### config.mk
export PLATFORM = sky130hd
export DESIGN_NAME = block_map_extent_coalescer
export DESIGN_NICKNAME = d
export VERILOG_FILES = /design/src/rtl/bmec_pkg.sv /design/src/rtl/bmec_classify.sv /design/src/rtl/bmec_res_fifo.sv /design/src/rtl/block_map_extent_coalescer.sv
export SDC_FILE = /design/constraint.sdc
export NUM_CORES = 1
export LEC_CHECK = 0
export BUFFER_PORTS_ARGS = -buffer_cell sky130_fd_sc_hd__buf_2
export CAP_MARGIN = 30
export CORE_MARGIN = 1
export CORE_UTILIZATION = 30
export CTS_CLUSTER_DIAMETER = 100
export DETAILED_ROUTE_END_ITERATION = 12
export PLACE_DENSITY = 0.52
export SLEW_MARGIN = 20
export SYNTH_ARGS = -nofsm -noshare
export SYNTH_HDL_FRONTEND = slang
export SYNTH_SLANG_ARGS = --single-unit
### constraint.sdc
create_clock -name clk -period 45.8 [get_ports clk]
set_clock_uncertainty 0.1 [all_clocks]
set_input_delay 4.58 -clock clk [delete_from_list [all_inputs] [get_ports clk]]
set_output_delay 4.58 -clock clk [all_outputs]
set_load 0.02 [all_outputs]
### src/rtl/bmec_pkg.sv
// ----------------------------------------------------------------------------
// bmec_pkg: shared types and constants of the block map extent coalescer
// Region and error codes, the classification record and the result record.
// ----------------------------------------------------------------------------
`default_nettype none

package bmec_pkg;

  localparam int DIRECT_BLOCKS_DEF = 12;
  localparam int IDX_W             = 32;
  localparam int BLK_W             = 32;
  localparam int LEN_W             = 15;
  localparam int LOG_W             = 3;
  localparam int SECT_W            = 39;
  localparam int CNT_W             = 22;
  localparam int OFF_W             = 32;
  localparam int MAX_LOG           = 6;
  // result queue depth, power of two so the pointers wrap by themselves
  localparam int RES_DEPTH         = 4;
  localparam int RES_PTR_W         = $clog2(RES_DEPTH);
  localparam int RES_CNT_W         = $clog2(RES_DEPTH + 1);

  typedef enum logic [1:0] {
    REGION_DIRECT = 2'd0,
    REGION_SINGLE = 2'd1,
    REGION_DOUBLE = 2'd2
  } region_t;

  typedef enum logic [1:0] {
    ERR_NONE  = 2'd0,
    ERR_HOLE  = 2'd1,
    ERR_RANGE = 2'd2
  } err_t;

  typedef struct packed {
    region_t            region;
    err_t               err;
    logic               frame_start;
    logic [LEN_W-1:0]   cap;
  } cls_t;

  typedef struct packed {
    logic [SECT_W-1:0]  start_sector;
    logic [CNT_W-1:0]   sector_count;
    logic [OFF_W-1:0]   buffer_block_offset;
    region_t            region;
    err_t               error;
    logic               last_run;
  } res_t;

endpackage

`default_nettype wire

### src/rtl/bmec_classify.sv
// ----------------------------------------------------------------------------
// bmec_classify: logical index classification
// Sorts an index into direct, single or double indirect, finds frame starts,
// the run length cap of the region and the error code of the item.
// ----------------------------------------------------------------------------
`default_nettype none

module bmec_classify #(
  parameter int DIRECT_BLOCKS = bmec_pkg::DIRECT_BLOCKS_DEF
) (
  input  wire logic [bmec_pkg::IDX_W-1:0] logical_index,
  input  wire logic [bmec_pkg::BLK_W-1:0] physical_block,
  input  wire logic [bmec_pkg::LOG_W-1:0] log_eff,
  output bmec_pkg::cls_t                  cls
);
  import bmec_pkg::*;

  logic [LEN_W-1:0] per;
  logic [33:0]      s_range;
  logic [33:0]      dbl_span;
  logic [33:0]      d_range;
  logic [33:0]      idx_ext;
  logic [4:0]       dbl_shift;
  logic [31:0]      frame_off;

  // entries per indirect block: block_size / 4
  assign per       = LEN_W'(16'd256 << log_eff);
  assign s_range   = 34'(DIRECT_BLOCKS) + 34'(per);
  assign dbl_shift = 5'd16 + 5'({log_eff, 1'b0});
  assign dbl_span  = 34'd1 << dbl_shift;
  assign d_range   = s_range + dbl_span;
  assign idx_ext   = 34'(logical_index);
  assign frame_off = logical_index - s_range[31:0];

  always_comb begin
    cls.region      = REGION_DIRECT;
    cls.err         = ERR_NONE;
    cls.frame_start = 1'b0;
    cls.cap         = per;
    if (idx_ext >= d_range) begin
      cls.err         = ERR_RANGE;
      cls.frame_start = 1'b1;
    end else if (idx_ext >= s_range) begin
      cls.region      = REGION_DOUBLE;
      cls.frame_start = (frame_off & (32'(per) - 32'd1)) == 32'd0;
    end else if (logical_index >= 32'(DIRECT_BLOCKS)) begin
      cls.region      = REGION_SINGLE;
      cls.frame_start = logical_index == 32'(DIRECT_BLOCKS);
    end else begin
      cls.cap = LEN_W'(DIRECT_BLOCKS);
    end
    // out of range wins over a hole
    if (cls.err == ERR_NONE && physical_block == '0) begin
      cls.err = ERR_HOLE;
    end
  end

endmodule

`default_nettype wire

### src/rtl/bmec_res_fifo.sv
// ----------------------------------------------------------------------------
// bmec_res_fifo: result queue
// Small register queue that takes up to two results a cycle and hands out
// one per transfer on the output stream.
// ----------------------------------------------------------------------------
`default_nettype none

module bmec_res_fifo (
  input  wire logic           clk,
  input  wire logic           rst,
  input  wire logic           push0,
  input  wire logic           push1,
  input  wire bmec_pkg::res_t data0,
  input  wire bmec_pkg::res_t data1,
  input  wire logic           pop,
  output logic                out_valid,
  output bmec_pkg::res_t      out_data,
  output logic                room2
);
  import bmec_pkg::*;

  res_t                 mem [RES_DEPTH];
  logic [RES_PTR_W-1:0] wr_ptr;
  logic [RES_PTR_W-1:0] rd_ptr;
  logic [RES_CNT_W-1:0] count;
  logic [RES_PTR_W-1:0] wr_ptr1;
  logic                 do_pop;

  assign out_valid = count != '0;
  assign out_data  = mem[rd_ptr];
  assign room2     = count <= RES_CNT_W'(RES_DEPTH - 2);
  assign do_pop    = pop && out_valid;
  assign wr_ptr1   = wr_ptr + RES_PTR_W'(push0);

  always_ff @(posedge clk) begin
    if (push0) begin
      mem[wr_ptr] <= data0;
    end
    if (push1) begin
      mem[wr_ptr1] <= data1;
    end
  end

  always_ff @(posedge clk) begin
    if (rst) begin
      wr_ptr <= '0;
      rd_ptr <= '0;
      count  <= '0;
    end else begin
      wr_ptr <= wr_ptr + RES_PTR_W'(push0) + RES_PTR_W'(push1);
      rd_ptr <= rd_ptr + RES_PTR_W'(do_pop);
      count  <= count + RES_CNT_W'(push0) + RES_CNT_W'(push1) - RES_CNT_W'(do_pop);
    end
  end

  a_no_overflow: assert property (@(posedge clk) disable iff (rst)
    count <= RES_CNT_W'(RES_DEPTH))
    else $error("result queue overflow");

  a_push_order: assert property (@(posedge clk) disable iff (rst)
    push1 && !push0 |-> 1'b0)
    else $error("second result pushed without the first");

  a_push_room: assert property (@(posedge clk) disable iff (rst)
    (push0 || push1) |-> count <= RES_CNT_W'(RES_DEPTH - 2) || !(push0 && push1))
    else $error("double push without room");

endmodule

`default_nettype wire

### src/rtl/block_map_extent_coalescer.sv
// ----------------------------------------------------------------------------
// block_map_extent_coalescer: merges block map entries into disk runs
// Classifies logical blocks, coalesces physically consecutive blocks and
// emits runs in 512-byte sectors.
// ----------------------------------------------------------------------------
// One block map entry is taken per cycle while the queue has two free slots.
// Each transfer lands in an input register; once the queue has two free slots
// the entry is classified, compared against the open run and turned into zero,
// one or two results that enter a four-entry result queue, which feeds the
// output. The input side takes a transfer whenever the queue has two free
// slots. The output gives one result per cycle while m_axis_tready is high, so
// entries that each produce two results (a hole right after an open run, or a
// break on the last entry) are paced by the output; merged entries produce
// nothing and flow at one per cycle. log_block_size is to be written by the
// user only while the block is idle, which the block itself does not enforce; a value of 7 acts as 6.
`default_nettype none

module block_map_extent_coalescer #(
  parameter int DIRECT_BLOCKS = bmec_pkg::DIRECT_BLOCKS_DEF
) (
  input  wire logic         clk,
  input  wire logic         rst,
  input  wire logic         cfg_wen,
  input  wire logic [2:0]   cfg_wdata,      // log_block_size
  input  wire logic         s_axis_tvalid,
  output logic              s_axis_tready,
  input  wire logic [63:0]  s_axis_tdata,   // logical_index, physical_block
  input  wire logic         s_axis_tlast,   // last_in_request
  output logic              m_axis_tvalid,
  input  wire logic         m_axis_tready,
  output logic [95:0]       m_axis_tdata,   // start_sector, sector_count, buffer_block_offset
  output logic [3:0]        m_axis_tuser,   // region, error
  output logic              m_axis_tlast    // last_run
);
  import bmec_pkg::*;

  logic [LOG_W-1:0] log_block_size;
  logic [LOG_W-1:0] log_eff;
  logic [LOG_W-1:0] spb_shift;

  // input register
  logic             s1_valid;
  logic [IDX_W-1:0] s1_idx;
  logic [BLK_W-1:0] s1_phys;
  logic             s1_last;
  logic             in_xfer;
  logic             go;

  // open run
  logic [BLK_W-1:0] run_start_block, run_start_block_next;
  logic [LEN_W-1:0] run_length, run_length_next;
  logic [OFF_W-1:0] run_buffer_offset, run_buffer_offset_next;
  region_t          run_region, run_region_next;
  logic             run_active, run_active_next;
  logic [OFF_W-1:0] request_progress, request_progress_next;

  cls_t             cls;
  logic             extend;
  logic             push0, push1;
  res_t             res0, res1;
  logic             room2;
  logic             q_valid;
  res_t             q_data;

  function automatic res_t make_run(input logic [BLK_W-1:0] start,
                                    input logic [LEN_W-1:0] len,
                                    input logic [OFF_W-1:0] off,
                                    input region_t          reg_code,
                                    input logic [LOG_W-1:0] shift,
                                    input logic             last);
    res_t r;
    r.start_sector        = SECT_W'({7'd0, start} << shift);
    r.sector_count        = CNT_W'({7'd0, len} << shift);
    r.buffer_block_offset = off;
    r.region              = reg_code;
    r.error               = ERR_NONE;
    r.last_run            = last;
    return r;
  endfunction

  assign log_eff   = (log_block_size > LOG_W'(MAX_LOG)) ? LOG_W'(MAX_LOG) : log_block_size;
  assign spb_shift = log_eff + LOG_W'(1);

  always_ff @(posedge clk) begin
    if (rst) begin
      log_block_size <= '0;
    end else if (cfg_wen) begin
      log_block_size <= cfg_wdata;
    end
  end

  assign go            = s1_valid && room2;
  assign s_axis_tready = !s1_valid || room2;
  assign in_xfer       = s_axis_tvalid && s_axis_tready;

  always_ff @(posedge clk) begin
    if (rst) begin
      s1_valid <= 1'b0;
    end else if (in_xfer) begin
      s1_valid <= 1'b1;
    end else if (go) begin
      s1_valid <= 1'b0;
    end
  end

  always_ff @(posedge clk) begin
    if (in_xfer) begin
      s1_idx  <= s_axis_tdata[31:0];
      s1_phys <= s_axis_tdata[63:32];
      s1_last <= s_axis_tlast;
    end
  end

  bmec_classify #(
    .DIRECT_BLOCKS (DIRECT_BLOCKS)
  ) u_classify (
    .logical_index  (s1_idx),
    .physical_block (s1_phys),
    .log_eff        (log_eff),
    .cls            (cls)
  );

  assign extend = run_active && !cls.frame_start && run_region == cls.region &&
                  run_length < cls.cap &&
                  ({1'b0, run_start_block} + 33'(run_length)) == {1'b0, s1_phys};

  always_comb begin
    run_start_block_next   = run_start_block;
    run_length_next        = run_length;
    run_buffer_offset_next = run_buffer_offset;
    run_region_next        = run_region;
    run_active_next        = run_active;
    request_progress_next  = request_progress;
    push0 = 1'b0;
    push1 = 1'b0;
    res0  = make_run(run_start_block, run_length, run_buffer_offset, run_region,
                     spb_shift, 1'b0);
    res1  = res0;
    if (go) begin
      request_progress_next = s1_last ? '0 : request_progress + OFF_W'(1);
      if (cls.err != ERR_NONE) begin
        // close the open run, then report the bad entry
        res1.start_sector        = '0;
        res1.sector_count        = '0;
        res1.buffer_block_offset = request_progress;
        res1.region              = cls.region;
        res1.error               = cls.err;
        res1.last_run            = s1_last;
        run_active_next          = 1'b0;
        if (run_active) begin
          push0 = 1'b1;
          push1 = 1'b1;
        end else begin
          push0 = 1'b1;
          res0  = res1;
        end
      end else if (extend) begin
        run_length_next = run_length + LEN_W'(1);
        if (s1_last) begin
          push0           = 1'b1;
          res0            = make_run(run_start_block, run_length_next, run_buffer_offset,
                                     run_region, spb_shift, 1'b1);
          run_active_next = 1'b0;
        end
      end else begin
        run_start_block_next   = s1_phys;
        run_length_next        = LEN_W'(1);
        run_buffer_offset_next = request_progress;
        run_region_next        = cls.region;
        run_active_next        = !s1_last;
        res1 = make_run(s1_phys, LEN_W'(1), request_progress, cls.region, spb_shift, 1'b1);
        if (run_active) begin
          push0 = 1'b1;
          push1 = s1_last;
        end else if (s1_last) begin
          push0 = 1'b1;
          res0  = res1;
        end
      end
    end
  end

  always_ff @(posedge clk) begin
    if (rst) begin
      run_start_block   <= '0;
      run_length        <= '0;
      run_buffer_offset <= '0;
      run_region        <= REGION_DIRECT;
      run_active        <= 1'b0;
      request_progress  <= '0;
    end else begin
      run_start_block   <= run_start_block_next;
      run_length        <= run_length_next;
      run_buffer_offset <= run_buffer_offset_next;
      run_region        <= run_region_next;
      run_active        <= run_active_next;
      request_progress  <= request_progress_next;
    end
  end

  bmec_res_fifo u_res_fifo (
    .clk       (clk),
    .rst       (rst),
    .push0     (push0),
    .push1     (push1),
    .data0     (res0),
    .data1     (res1),
    .pop       (m_axis_tready),
    .out_valid (q_valid),
    .out_data  (q_data),
    .room2     (room2)
  );

  assign m_axis_tvalid = q_valid;
  assign m_axis_tdata  = {3'd0, q_data.buffer_block_offset, q_data.sector_count,
                          q_data.start_sector};
  assign m_axis_tuser  = {q_data.error, q_data.region};
  assign m_axis_tlast  = q_data.last_run;

  a_run_nonempty: assert property (@(posedge clk) disable iff (rst)
    run_active |-> run_length != '0)
    else $error("open run with zero length");

  a_run_bounded: assert property (@(posedge clk) disable iff (rst)
    run_active |-> run_length <= (LEN_W'(256) << MAX_LOG))
    else $error("run longer than an indirect block");

  a_request_end: assert property (@(posedge clk) disable iff (rst)
    go && s1_last |=> !run_active && request_progress == '0)
    else $error("run left open after end of request");

  a_error_empty: assert property (@(posedge clk) disable iff (rst)
    m_axis_tvalid && q_data.error != ERR_NONE |->
      q_data.sector_count == '0 && q_data.start_sector == '0)
    else $error("error result carries sectors");

endmodule

`default_nettype wire
==> reports/results.tsv <==
metric	value	unit
outcome	finished clean	
critPathRequiredTime	45930	ps
hpwl	72300	um
final_nets	3136	
synth_common_cells	457 x edfxtp_1, 351 x nand2_1, 268 x mux2i_1, 263 x mux2_2, 216 x a21oi_1	
ios	176	
critical_path.top_delay_family	compound AO/OA/AOI/OAI gates	
critical_path_class	reg -> reg	
timing_hold_violations_final	0	
grt_overflow_total	0	
p_int	1070	uW
ant_nets	0	
via_per_inst	5.36	
vdd_drop_max	0.0000232	V
cp_common_cell	ha_1	
cts.clk_slew.worst_paths	60	ps
fmax	0.0923	GHz
clockBufferDepth	3	
leakage	0.0143	uW
drc	0	
fillers	11200	
hold_buffers	0	
finalSetupTns	0	ps
die_w	337	um
p_per_area	41.1	mW/mm^2
arrival	10960	ps
grt_pass1_vias	23800	
insertion_delay	620	ps
total_power	1580	uW
grtUsageTotal	18.4	%
start_util	30.4	%
wl_per_cell	23.5	um
cp-end-kind	flop	
syn_inst	2950	
fp.dieH	337	um
drive_gt1_share	24.4	%
netSwitchingFraction	32.5	%
area_growth	13.8	%
finalMaxSlewViolations	0	
cts.sinks	582	
seqPwrFrac	40.8	%
ys.warnings.count	0	
yosysUniqueCellTypes	92	
ys_top_cells_by_area	edfxtp_1 41%, mux2_2 8.8%, mux2i_1 8.0%	
io_buffers	172	
min_path_type	reg -> reg	
routed_wl	107000	um
postSynth.asyncResetShare	0	%
worstMarginPinSlew	1040	ps
cp-start-kind	flop	
slew_headroom	31.0	%
place.gp.congestion	0.887	
path_buf_inv	4	
min_period	10840	ps
grt_pass1_wl	158000	um
core	0.111	mm^2
htree_num_levels	3	
dieArea	0.114	mm^2
numCtsBuffers	68	
synth_edf_count	457	
cts_resized	0	
rsz0062_at_grt	false	
netlist.area_leader.share	40.7	%
clockRootBuffer	clkbuf_16	
yosysSeqAreaShare	48.1	%
syn_area	0.0337	mm^2
period_share	23.7	%
ys_ff_latch	582	
critPathMaxFanout	55	
synthFlopType	edfxtp_1	
finalSetupViolCount	0	
drt_iter0_markers	2101	
grt_max_degree	72	
yosysTopAreaCell	edfxtp_1	
switchingPower	513	uW
first_pass_iters	7	
num_vias	24400	
comb_power_share	25.7	%
slowest_delay	900	ps
rows	122	
antenna_found_initial	4	
crit_slowest_cell	dfxtp_1	
clockPowerShare	33.4	%
cts_tree	built	
yosysMostFrequentCell	edfxtp_1	
syn_avg_cell_area	11.4	um^2
maxCapViolCount	0	
cts_setup_buffers	0	
sequential cells by signal, indices dropped and copies added, names as in the netlist:
| name | cells |
|---|---|
| log_block_size | 3 |
| request_progress | 32 |
| run_active | 1 |
| run_buffer_offset | 32 |
| run_length | 15 |
| run_region | 2 |
| run_start_block | 32 |
| s1_idx | 32 |
| s1_last | 1 |
| s1_phys | 32 |
| s1_valid | 1 |
| u_res_fifo.count | 3 |
| u_res_fifo.mem | 392 |
| u_res_fifo.rd_ptr | 2 |
| u_res_fifo.wr_ptr | 2 |
cells by family after synthesis:
logic type	synth area share, %
and+or+nand+nor	10.8
buffers and inverters	3.03
DFF	48.1
xor gates and xnor gates	2.57
other	0.0111
muxes	23.4
AOI/OAI and AO/OA	10.3
adders and majority gates	1.88
tightest hold or removal path, delay by kind of cell (launching register included):
kind	cells	cell delay, ps
AO/OA/AOI/OAI	1	50
AND/OR/NAND/NOR	1	60
flip-flops	1	330
final cells by class:
| class | count | area, um^2 | share of cell area, % |
|---|---|---|---|
| Clock inverter | 24 | 214 | 0.557 |
| Timing Repair Buffer | 227 | 1360 | 3.55 |
| Sequential cell | 582 | 16200 | 42.3 |
| Tap cell | 1488 | 1860 | 4.85 |
| Clock buffer | 98 | 1930 | 5.02 |
| Antenna cell | 2 | 5.00 | 0.0130 |
| Inverter | 21 | 81.3 | 0.212 |
| Multi-Input combinational cell | 2114 | 16700 | 43.5 |
through the flow:
stage               utilization [%]  setup slack, ps  cell area [um^2]  std cells  hold slack, ps
floorplan                         -            29800             33700       2952             364
global placement               32.5            35250             36100       4427             388
detailed placement             32.6            35010             36200       4430             391
CTS                            34.5            34990             38300       4552             399
global route                   34.5            34110             38400       4554             417
finish                         34.5            34960             38400       4556             394
power groups by stage:
stage | clock [uW] | sequential, uW | combinational, uW
global route | 560 | 649 | 435
floorplan | 0 | 644 | 279
detailed placement | 0 | 657 | 413
CTS | 541 | 646 | 414
finish | 528 | 645 | 406
global placement | 0 | 657 | 412
layout by cell type (no fill, tap or decap), types with 11 or more instances in the layout:
master,count
and3_1,31
a22o_1,11
o22ai_1,38
inv_1,19
ha_1,45
a21o_1,20
and4_1,11
mux4_2,99
a31oi_1,23
mux2i_1,268
nor2_1,146
a211oi_1,16
a21oi_1,214
nor3b_1,11
buf_4,51
clkbuf_16,71
dfxtp_1,123
nand4_1,28
nand2_1,349
nor4_1,23
a22oi_1,14
xor2_1,48
xnor2_1,49
edfxtp_1,457
clkbuf_1,22
nor3_1,22
buf_2,171
o21ai_0,103
nand3_1,86
mux2_2,263
or3_1,11
routing by layer:
metal,GRT usage [%],routed length [um]
met5,0,13
met4,4.80,2340
met3,3.13,6420
met2,27.8,46800
met1,27.1,51300
worst paths after layout:
kind / start / to / slack [ps] / cells after the start
max: log_block_size[1] / u_res_fifo.mem[3][81] / 34960 / 26
min: run_buffer_offset[28] / run_buffer_offset[28] / 390 / 2
max reg2reg: log_block_size[1] / u_res_fifo.mem[3][81] / 34960 / 26
min reg2reg: run_buffer_offset[28] / run_buffer_offset[28] / 390 / 2
No activity file was read; power rests on OpenSTA's default activity.
